### config.mk
export PLATFORM = sky130hd
export DESIGN_NAME = rsa_symbol_modexp_unit
export DESIGN_NICKNAME = d
export VERILOG_FILES = /design/src/rtl/rsme_pkg.sv /design/src/rtl/rsme_mulmod.sv /design/src/rtl/rsa_symbol_modexp_unit.sv
export SDC_FILE = /design/constraint.sdc
export NUM_CORES = 1
export LEC_CHECK = 0
export ABC_AREA = 1
export BUFFER_PORTS_ARGS = -buffer_cell sky130_fd_sc_hd__clkbuf_2
export CORE_MARGIN = 5
export CORE_UTILIZATION = 67
export DETAILED_ROUTE_END_ITERATION = 12
export HOLD_SLACK_MARGIN = 0.12
export PLACE_DENSITY_LB_ADDON = 0.08
export RECOVER_POWER = 100
export SYNTH_ARGS = -nofsm -noshare
export SYNTH_HDL_FRONTEND = slang
export SYNTH_SLANG_ARGS = --single-unit
### constraint.sdc
create_clock -name i_clk -period 10.7 [get_ports i_clk]
set_input_delay 2.14 -clock i_clk [delete_from_list [all_inputs] [get_ports i_clk]]
set_output_delay 2.14 -clock i_clk [all_outputs]
set_load 0.05 [all_outputs]
### src/rtl/rsme_pkg.sv
// ----------------------------------------------------------------------------
// rsme_pkg
// shared widths, codes and types for the symbol modular exponentiation block
// ----------------------------------------------------------------------------
package rsme_pkg;

    localparam int SYM_W      = 16;
    localparam int EXP_W      = 16;
    localparam int CFG_DATA_W = 16;
    localparam int CFG_IDX_W  = 2;

    localparam logic [SYM_W-1:0] PRINT_LOW  = SYM_W'(32);
    localparam logic [SYM_W-1:0] PRINT_HIGH = SYM_W'(126);

    typedef enum logic [CFG_IDX_W-1:0] {
        CFG_MODULUS  = 2'd0,
        CFG_EXPONENT = 2'd1,
        CFG_DECRYPT  = 2'd2
    } t_cfg_idx;

    // status of the shared modular multiplier
    typedef struct packed {
        logic busy;
        logic done;
    } t_mm_stat;

endpackage

### src/rtl/rsme_mulmod.sv
// ----------------------------------------------------------------------------
// rsme_mulmod
// bit-serial interleaved modular multiplier: p = a * b mod m, one bit of b
// per cycle from the msb down, a < m and m >= 2 required
// ----------------------------------------------------------------------------
module rsme_mulmod import rsme_pkg::*; #(
    parameter int W = 16
) (
    input  logic             i_clk,
    input  logic             i_rst_n,
    input  logic             i_start,
    input  logic [W-1:0]     i_a,
    input  logic [SYM_W-1:0] i_b,
    input  logic [W-1:0]     i_m,
    output t_mm_stat         o_stat,
    output logic [W-1:0]     o_p
);

    localparam int CNT_W = $clog2(SYM_W);

    logic [W-1:0]     r_acc;
    logic [W-1:0]     r_a;
    logic [SYM_W-1:0] r_b;
    logic [CNT_W-1:0] r_cnt;
    logic             r_busy;
    logic             r_done;

    logic [W:0]   dbl;
    logic [W-1:0] red1;
    logic [W:0]   sum;
    logic [W-1:0] red2;
    logic [W-1:0] n_acc;

    // double then conditionally add, each folded back below m by one subtract
    always_comb begin
        dbl  = {r_acc, 1'b0};
        red1 = (dbl >= {1'b0, i_m}) ? W'(dbl - {1'b0, i_m}) : dbl[W-1:0];
        sum  = {1'b0, red1} + {1'b0, r_a};
        red2 = (sum >= {1'b0, i_m}) ? W'(sum - {1'b0, i_m}) : sum[W-1:0];
        n_acc = r_b[SYM_W-1] ? red2 : red1;
    end

    always_ff @(posedge i_clk) begin
        if (!i_rst_n) begin
            r_busy <= 1'b0;
            r_done <= 1'b0;
            r_cnt  <= '0;
        end else begin
            r_done <= 1'b0;
            if (i_start) begin
                r_busy <= 1'b1;
                r_cnt  <= '0;
                r_acc  <= '0;
                r_a    <= i_a;
                r_b    <= i_b;
            end else if (r_busy) begin
                r_acc <= n_acc;
                r_b   <= {r_b[SYM_W-2:0], 1'b0};
                r_cnt <= r_cnt + 1'b1;
                if (r_cnt == CNT_W'(SYM_W - 1)) begin
                    r_busy <= 1'b0;
                    r_done <= 1'b1;
                end
            end
        end
    end

    assign o_stat.busy = r_busy;
    assign o_stat.done = r_done;
    assign o_p         = r_acc;

`ifndef ASSERT_OFF
    a_no_restart: assert property (@(posedge i_clk) disable iff (!i_rst_n)
        i_start |-> !r_busy)
        else $error("multiplier started while busy");

    a_done_after_busy: assert property (@(posedge i_clk) disable iff (!i_rst_n)
        r_done |-> $past(r_busy))
        else $error("done without a running multiply");

    a_acc_reduced: assert property (@(posedge i_clk) disable iff (!i_rst_n)
        (r_busy && r_a < i_m) |-> (r_acc < i_m))
        else $error("partial product not reduced");
`endif

endmodule

### src/rtl/rsa_symbol_modexp_unit.sv
// beats are handled one at a time; the result waits in S_DONE until the output register is free,
// and the next input beat can be taken in the cycle after the result loads
// each product on the shared multiplier runs start, 16 bit steps, then done:
// one to reduce the symbol, one square per exponent bit, one multiply per set bit
// reset: synchronous active low; modulus 2, exponent 1, encrypt mode, idle
// ----------------------------------------------------------------------------
// rsa_symbol_modexp_unit
// symbol ^ exponent mod modulus by msb-first square-and-multiply, with a
// printable-range keep flag in decrypt mode
// ----------------------------------------------------------------------------
module rsa_symbol_modexp_unit import rsme_pkg::*; #(
    parameter int MODULUS_BITS = 16
) (
    input  logic                  i_clk,
    input  logic                  i_rst_n,
    // configuration
    input  logic                  i_cfg_we,
    input  logic [CFG_IDX_W-1:0]  i_cfg_idx,
    input  logic [CFG_DATA_W-1:0] i_cfg_data,
    // input stream
    input  logic                  s_axis_tvalid,
    output logic                  s_axis_tready,
    input  logic [SYM_W-1:0]      s_axis_tdata,   // [15:0] symbol_in
    input  logic                  s_axis_tlast,   // last_in
    // output stream
    output logic                  m_axis_tvalid,
    input  logic                  m_axis_tready,
    output logic [SYM_W-1:0]      m_axis_tdata,   // [15:0] symbol_out
    output logic                  m_axis_tuser,   // [0] keep
    output logic                  m_axis_tlast    // last_out
);

    localparam int MW    = (MODULUS_BITS < SYM_W) ? MODULUS_BITS : SYM_W;
    localparam int BIT_W = $clog2(EXP_W);

    typedef enum logic [2:0] {
        S_IDLE,
        S_RED,
        S_SQR,
        S_MUL,
        S_DONE
    } t_state;

    t_state           r_state;
    logic [MW-1:0]    r_modulus;
    logic [EXP_W-1:0] r_exponent;
    logic             r_dec;
    logic [SYM_W-1:0] r_sym;
    logic             r_last;
    logic [MW-1:0]    r_base;
    logic [MW-1:0]    r_acc;
    logic [BIT_W-1:0] r_bit;
    logic             r_start;
    logic             r_o_valid;
    logic [SYM_W-1:0] r_o_sym;
    logic             r_o_keep;
    logic             r_o_last;

    t_mm_stat         mm_stat;
    logic [MW-1:0]    mm_p;
    logic [MW-1:0]    mm_a;
    logic [SYM_W-1:0] mm_b;
    logic             in_acc;
    logic             out_free;
    logic [SYM_W-1:0] res_ext;
    logic             res_keep;

    assign in_acc   = s_axis_tvalid && s_axis_tready;
    assign out_free = !r_o_valid || m_axis_tready;
    assign res_ext  = SYM_W'(r_acc);
    assign res_keep = !r_dec || (res_ext >= PRINT_LOW && res_ext <= PRINT_HIGH);

    // operand select for the shared multiplier
    always_comb begin
        case (r_state)
            S_RED: begin
                mm_a = MW'(1);
                mm_b = r_sym;
            end
            S_MUL: begin
                mm_a = r_base;
                mm_b = SYM_W'(r_acc);
            end
            default: begin
                mm_a = r_acc;
                mm_b = SYM_W'(r_acc);
            end
        endcase
    end

    rsme_mulmod #(
        .W (MW)
    ) u_mulmod (
        .i_clk   (i_clk),
        .i_rst_n (i_rst_n),
        .i_start (r_start),
        .i_a     (mm_a),
        .i_b     (mm_b),
        .i_m     (r_modulus),
        .o_stat  (mm_stat),
        .o_p     (mm_p)
    );

    // configuration registers
    always_ff @(posedge i_clk) begin
        if (!i_rst_n) begin
            r_modulus  <= MW'(2);
            r_exponent <= EXP_W'(1);
            r_dec      <= 1'b0;
        end else if (i_cfg_we) begin
            case (i_cfg_idx)
                CFG_MODULUS:  r_modulus  <= i_cfg_data[MW-1:0];
                CFG_EXPONENT: r_exponent <= i_cfg_data[EXP_W-1:0];
                CFG_DECRYPT:  r_dec      <= i_cfg_data[0];
                default: ;
            endcase
        end
    end

    // sequencer
    always_ff @(posedge i_clk) begin
        if (!i_rst_n) begin
            r_state   <= S_IDLE;
            r_start   <= 1'b0;
            r_o_valid <= 1'b0;
            r_bit     <= '0;
        end else begin
            r_start <= 1'b0;
            // in S_DONE the output register is reloaded instead
            if (r_o_valid && m_axis_tready && r_state != S_DONE) begin
                r_o_valid <= 1'b0;
            end
            case (r_state)
                S_IDLE: begin
                    if (in_acc) begin
                        r_sym  <= s_axis_tdata;
                        r_last <= s_axis_tlast;
                        if (r_modulus <= MW'(1)) begin
                            r_acc   <= '0;
                            r_state <= S_DONE;
                        end else begin
                            r_state <= S_RED;
                            r_start <= 1'b1;
                        end
                    end
                end
                S_RED: begin
                    if (mm_stat.done) begin
                        r_base  <= mm_p;
                        r_acc   <= MW'(1);
                        r_bit   <= BIT_W'(EXP_W - 1);
                        r_state <= S_SQR;
                        r_start <= 1'b1;
                    end
                end
                S_SQR: begin
                    if (mm_stat.done) begin
                        r_acc <= mm_p;
                        if (r_exponent[r_bit]) begin
                            r_state <= S_MUL;
                            r_start <= 1'b1;
                        end else if (r_bit == '0) begin
                            r_state <= S_DONE;
                        end else begin
                            r_bit   <= r_bit - 1'b1;
                            r_start <= 1'b1;
                        end
                    end
                end
                S_MUL: begin
                    if (mm_stat.done) begin
                        r_acc <= mm_p;
                        if (r_bit == '0) begin
                            r_state <= S_DONE;
                        end else begin
                            r_bit   <= r_bit - 1'b1;
                            r_state <= S_SQR;
                            r_start <= 1'b1;
                        end
                    end
                end
                S_DONE: begin
                    if (out_free) begin
                        r_o_valid <= 1'b1;
                        r_o_sym   <= res_ext;
                        r_o_keep  <= res_keep;
                        r_o_last  <= r_last;
                        r_state   <= S_IDLE;
                    end
                end
                default: begin
                    r_state <= S_IDLE;
                end
            endcase
        end
    end

    assign s_axis_tready = (r_state == S_IDLE);
    assign m_axis_tvalid = r_o_valid;
    assign m_axis_tdata  = r_o_sym;
    assign m_axis_tuser  = r_o_keep;
    assign m_axis_tlast  = r_o_last;

`ifndef ASSERT_OFF
    a_done_when_waiting: assert property (@(posedge i_clk) disable iff (!i_rst_n)
        mm_stat.done |-> (r_state == S_RED || r_state == S_SQR || r_state == S_MUL))
        else $error("multiplier result with no product pending");

    a_start_in_work: assert property (@(posedge i_clk) disable iff (!i_rst_n)
        r_start |-> (r_state == S_RED || r_state == S_SQR || r_state == S_MUL))
        else $error("multiply started outside the exponent loop");

    a_encrypt_keeps: assert property (@(posedge i_clk) disable iff (!i_rst_n)
        (m_axis_tvalid && !r_dec) |-> m_axis_tuser)
        else $error("result dropped in encrypt mode");

    a_result_reduced: assert property (@(posedge i_clk) disable iff (!i_rst_n)
        (m_axis_tvalid && r_modulus > MW'(1)) |-> (m_axis_tdata < SYM_W'(r_modulus)))
        else $error("result not below modulus");
`endif

endmodule

==> results.env <==
CORE-AREA_UM2=15000
YS.WARNINGS.COUNT=0
DRIVE_GT1_FRAC=0.103
START_TO_END_TYPE_OF_THE_WORST_SETUP_PATH='reg -> reg'
GRT_MAX_DEGREE=40
FIN_CRIT_SH=0.750
R2R_END='u_mulmod.o_p[6]$_SDFFCE_PP0P_'
INITIAL_CORE_UTILIZATION=0.675
YS_FF_LATCH=163
NUM_VIAS=8949
DETAILEDROUTE.FIRSTITERATIONVIOLATIONS=992
IOPINCOUNT=60
SYNTH.TOP_CELL.AREA_SHARE=0.340
DIE-AREA_UM2=17700
YOSYSSEQAREASHARE=0.435
DIE_W_UM=133
CTS_HOLD_BUF=0
CTS_TREE='built'
FIRSTDRTPASSITERS=5
LAYOUT.CELLS.MOST_COMMON='sky130_fd_sc_hd__nand2_1'
ANTENNA_VIOLATING_NETS_POST_ROUTE=0
SETUP_SKEW_AFTER_LAYOUT_NS=0.0146
HP-START='r_last$_DFFE_PP_'
ROUTE.MET2.WL_UM=12400
LAYOUT.FILLER_CELLS=1214
DETAIL_ROUTE.WIRELENGTH.MET1_UM=12000
REQUIRED_NS=10.86
CRITICAL_PATH_DATA_ARRIVAL_TIME_NS=8.18
GLOBAL_ROUTE.OVERFLOW_TOTAL=0
SYN_AREA_UM2=10200
GP_CONGESTION=1.05
CTS-BUFFERS-INSERTED=17
DIE_H_UM=133
SYNTH_AREA_LEADERS='sky130_fd_sc_hd__edfxtp_1 (34%), sky130_fd_sc_hd__nand2_1 (10%), sky130_fd_sc_hd__dfxtp_1 (9.5%)'
REG2REG_SLACK_NS=2.67
CLK_PIN_SLEW_WORST_PATHS_NS=0.07
ROUTED_VIA_DENSITY=5.89
ANT_DIODES=0
ROUTED-WL-MET3_UM=2820
FINAL_CELL_MIX='sky130_fd_sc_hd__nand2_1 (285), sky130_fd_sc_hd__inv_1 (182), sky130_fd_sc_hd__nor2_1 (128), sky130_fd_sc_hd__edfxtp_1 (115), sky130_fd_sc_hd__nand3_1 (102)'
TIMING.CRITICAL_PATH.SLOWEST_CELL_DELAY_NS=1.41
AREA.GROWTH.SYNTH_TO_FINAL_PCT=8.81
CTS-HTREE-LEVELS=4
CP_TOP_FAMILY='simple AND/OR/NAND/NOR gates'
VIOLATIONS='max-capacitance violations, max-slew violations'
CP-END-KIND='flop'
WL_PER_CELL_UM=18.6
R2R-START='u_mulmod.o_p[0]$_SDFFCE_PP0P_'
FINALNETCOUNT=1413
DRT_DRC_VIOLATIONS_LEFT=0
SETUP.WORST_PATH.START_CLASS='flop'
MAX-CAP-VIOLATIONS=4
TIGHTESTPINTRANSITION_NS=2.72
CRITPATHMOSTFREQUENTCELL='sky130_fd_sc_hd__nand2_1'
NUMBER_OF_INSTANCES_IN_THE_SYNTHESIZED_NETLIST=1269
YS_TYPES=51
NUMPORTBUFFERS=59
YOSYSTOPAREACELL='sky130_fd_sc_hd__edfxtp_1'
CTS_RESIZED=0
RUN_STATUS='finished with violations'
AVGSYNTHCELLAREA_UM2=8.00
WORST-PATH-MAX-FANOUT=16
TOPMOST_LAYER_WITH_ROUTED_SIGNAL_WIRES='met4'
FF2FF_PATH_DEPTH=28
CTS-ROOT-TO-SINK-BUFFERS=2
CLK_ROOT_BUFFER_CELL='sky130_fd_sc_hd__clkbuf_16'
MAXSLEWVIOLCOUNT=67
SYNTH_FP_NETS=1363
NUMBER_OF_CORE_ROWS=45
MIN-DELAY-PATH-CLASS='reg -> reg'
HOLD_VIOLATION_COUNT_IN_THE_FINAL_REPORT=0
FIN_TNS_SETUP_NS=0
VIAS_IN_THE_FIRST_GLOBAL_ROUTE=8056
MIN_DELAY_WORST_ENDPOINT='m_axis_tlast$_DFFE_PP_'
POST-ROUTE-MIN-PERIOD_NS=8.03
GRT_UTIL_ALL_LAYERS=0.319
INSERTION_DELAY_NS=0.44
RSZ0062_AT_GRT='no'
FMAXACHIEVABLE_MHz=125
POSTCTSSETUPREPAIRBUFS=0
SETUP_VIOLATIONS=0
WIRE_LENGTH_OF_THE_FIRST_GLOBAL_ROUTING_PASS_UM=43700
CRITICAL_PATH.SLOWEST_CELL='sky130_fd_sc_hd__a31oi_1'
NUMBER_OF_SINKS_ON_THE_CLOCK_NET=163
HOLD_PATH_DEPTH=0
DRT-TOTAL-WL_UM=28300
SLEW-LIMIT-HEADROOM=-0.826
HPWLAFTERDP_UM=21700
ANTENNA_VIOLATIONS_BEFORE_REPAIR=0
CRIT_BUF_INV=5
-- cell usage after synthesis, drive strengths merged --
cell / count
xnor2: 13
o31ai: 1
dfxtp: 48
a21oi: 78
edfxtp: 115
xor2: 4
nor4: 3
nor3b: 1
fa: 3
nor3: 17
inv: 189
nand3b: 6
buf: 11
nor2: 131
nand4: 12
a211oi: 1
nand2: 310
a31oi: 4
o21ai: 89
ha: 51
a22o: 11
and2: 16
a32o: 1
a21o: 1
clkbuf: 21
o21bai: 2
and3: 1
nand3: 119
a2111oi: 1
o211ai: 3
or2: 6
-- cells by family (layout without fill, tap and decap cells) --
kind of cell,Yosys count,in the layout,synth area share
adder cells (fa/ha/maj),54,54,0.0688
XOR/XNOR,17,17,0.0147
AND/OR/NAND/NOR,622,622,0.286
flip-flops,163,163,0.435
AO/OA/AOI/OAI,192,192,0.107
buffers and inverters,221,284,0.0890
-- worst max-delay path by stage --
| stage | start | depth (start not counted) | end |
|---|---|---|---|
| after floorplan | s_axis_tvalid | 4 | r_acc[0]$_DFFE_PP_ |
| after global placement | u_mulmod.o_p[3]$_SDFFCE_PP0P_ | 32 | u_mulmod.o_p[13]$_SDFFCE_PP0P_ |
| after detailed placement | u_mulmod.o_p[3]$_SDFFCE_PP0P_ | 32 | u_mulmod.o_p[13]$_SDFFCE_PP0P_ |
| after CTS | u_mulmod.o_p[3]$_SDFFCE_PP0P_ | 32 | u_mulmod.o_p[13]$_SDFFCE_PP0P_ |
| after global routing | r_modulus[1]$_SDFFE_PN1P_ | 29 | u_mulmod.o_p[6]$_SDFFCE_PP0P_ |
| final | u_mulmod.o_p[0]$_SDFFCE_PP0P_ | 28 | u_mulmod.o_p[6]$_SDFFCE_PP0P_ |
-- per-layer routing --
metal / track usage / vias up
li1: - / 4286
met1: 0.469 / 4093
met2: 0.473 / 502
met3: 0.0544 / 68
met4: 0.126 / 0
met5: 0 / -
-- state kept, by name, indices dropped and copies added (netlist names) --
name	flops
r_dec	1
r_last	1
r_state	3
u_mulmod.r_a	16
r_start	1
m_axis_tvalid	1
r_bit	4
u_mulmod.r_b	16
r_sym	16
m_axis_tlast	1
u_mulmod.r_done	1
r_exponent	16
u_mulmod.o_p	16
r_base	16
u_mulmod.r_cnt	4
r_modulus	16
m_axis_tuser	1
m_axis_tdata	16
u_mulmod.r_busy	1
r_acc	16
-- layout make-up --
class	count	area [um^2]	area share
Timing Repair Buffer	63	284	0.0257
Inverter	189	709	0.0642
Sequential cell	163	4410	0.400
Clock buffer	18	429	0.0388
Multi-Input combinational cell	885	4780	0.433
Tap cell	188	235	0.0213
Clock inverter	14	195	0.0177
-- per-stage QoR --
stage	setup slack (ns)	instance area [um^2]	std cells	hold slack (ns)	util
final	2.67	11000	1520	0.448	0.735
after global routing	2.22	11000	1520	0.468	0.735
after CTS	4.79	11200	1520	0.448	0.743
after detailed placement	4.81	10600	1488	0.415	0.702
after global placement	4.82	10600	1488	0.402	0.702
after floorplan	5.33	10200	1269	0.400	-
Power is not shown: default switching activity piles up to over one toggle a cycle in this logic, so the estimate is an artifact.
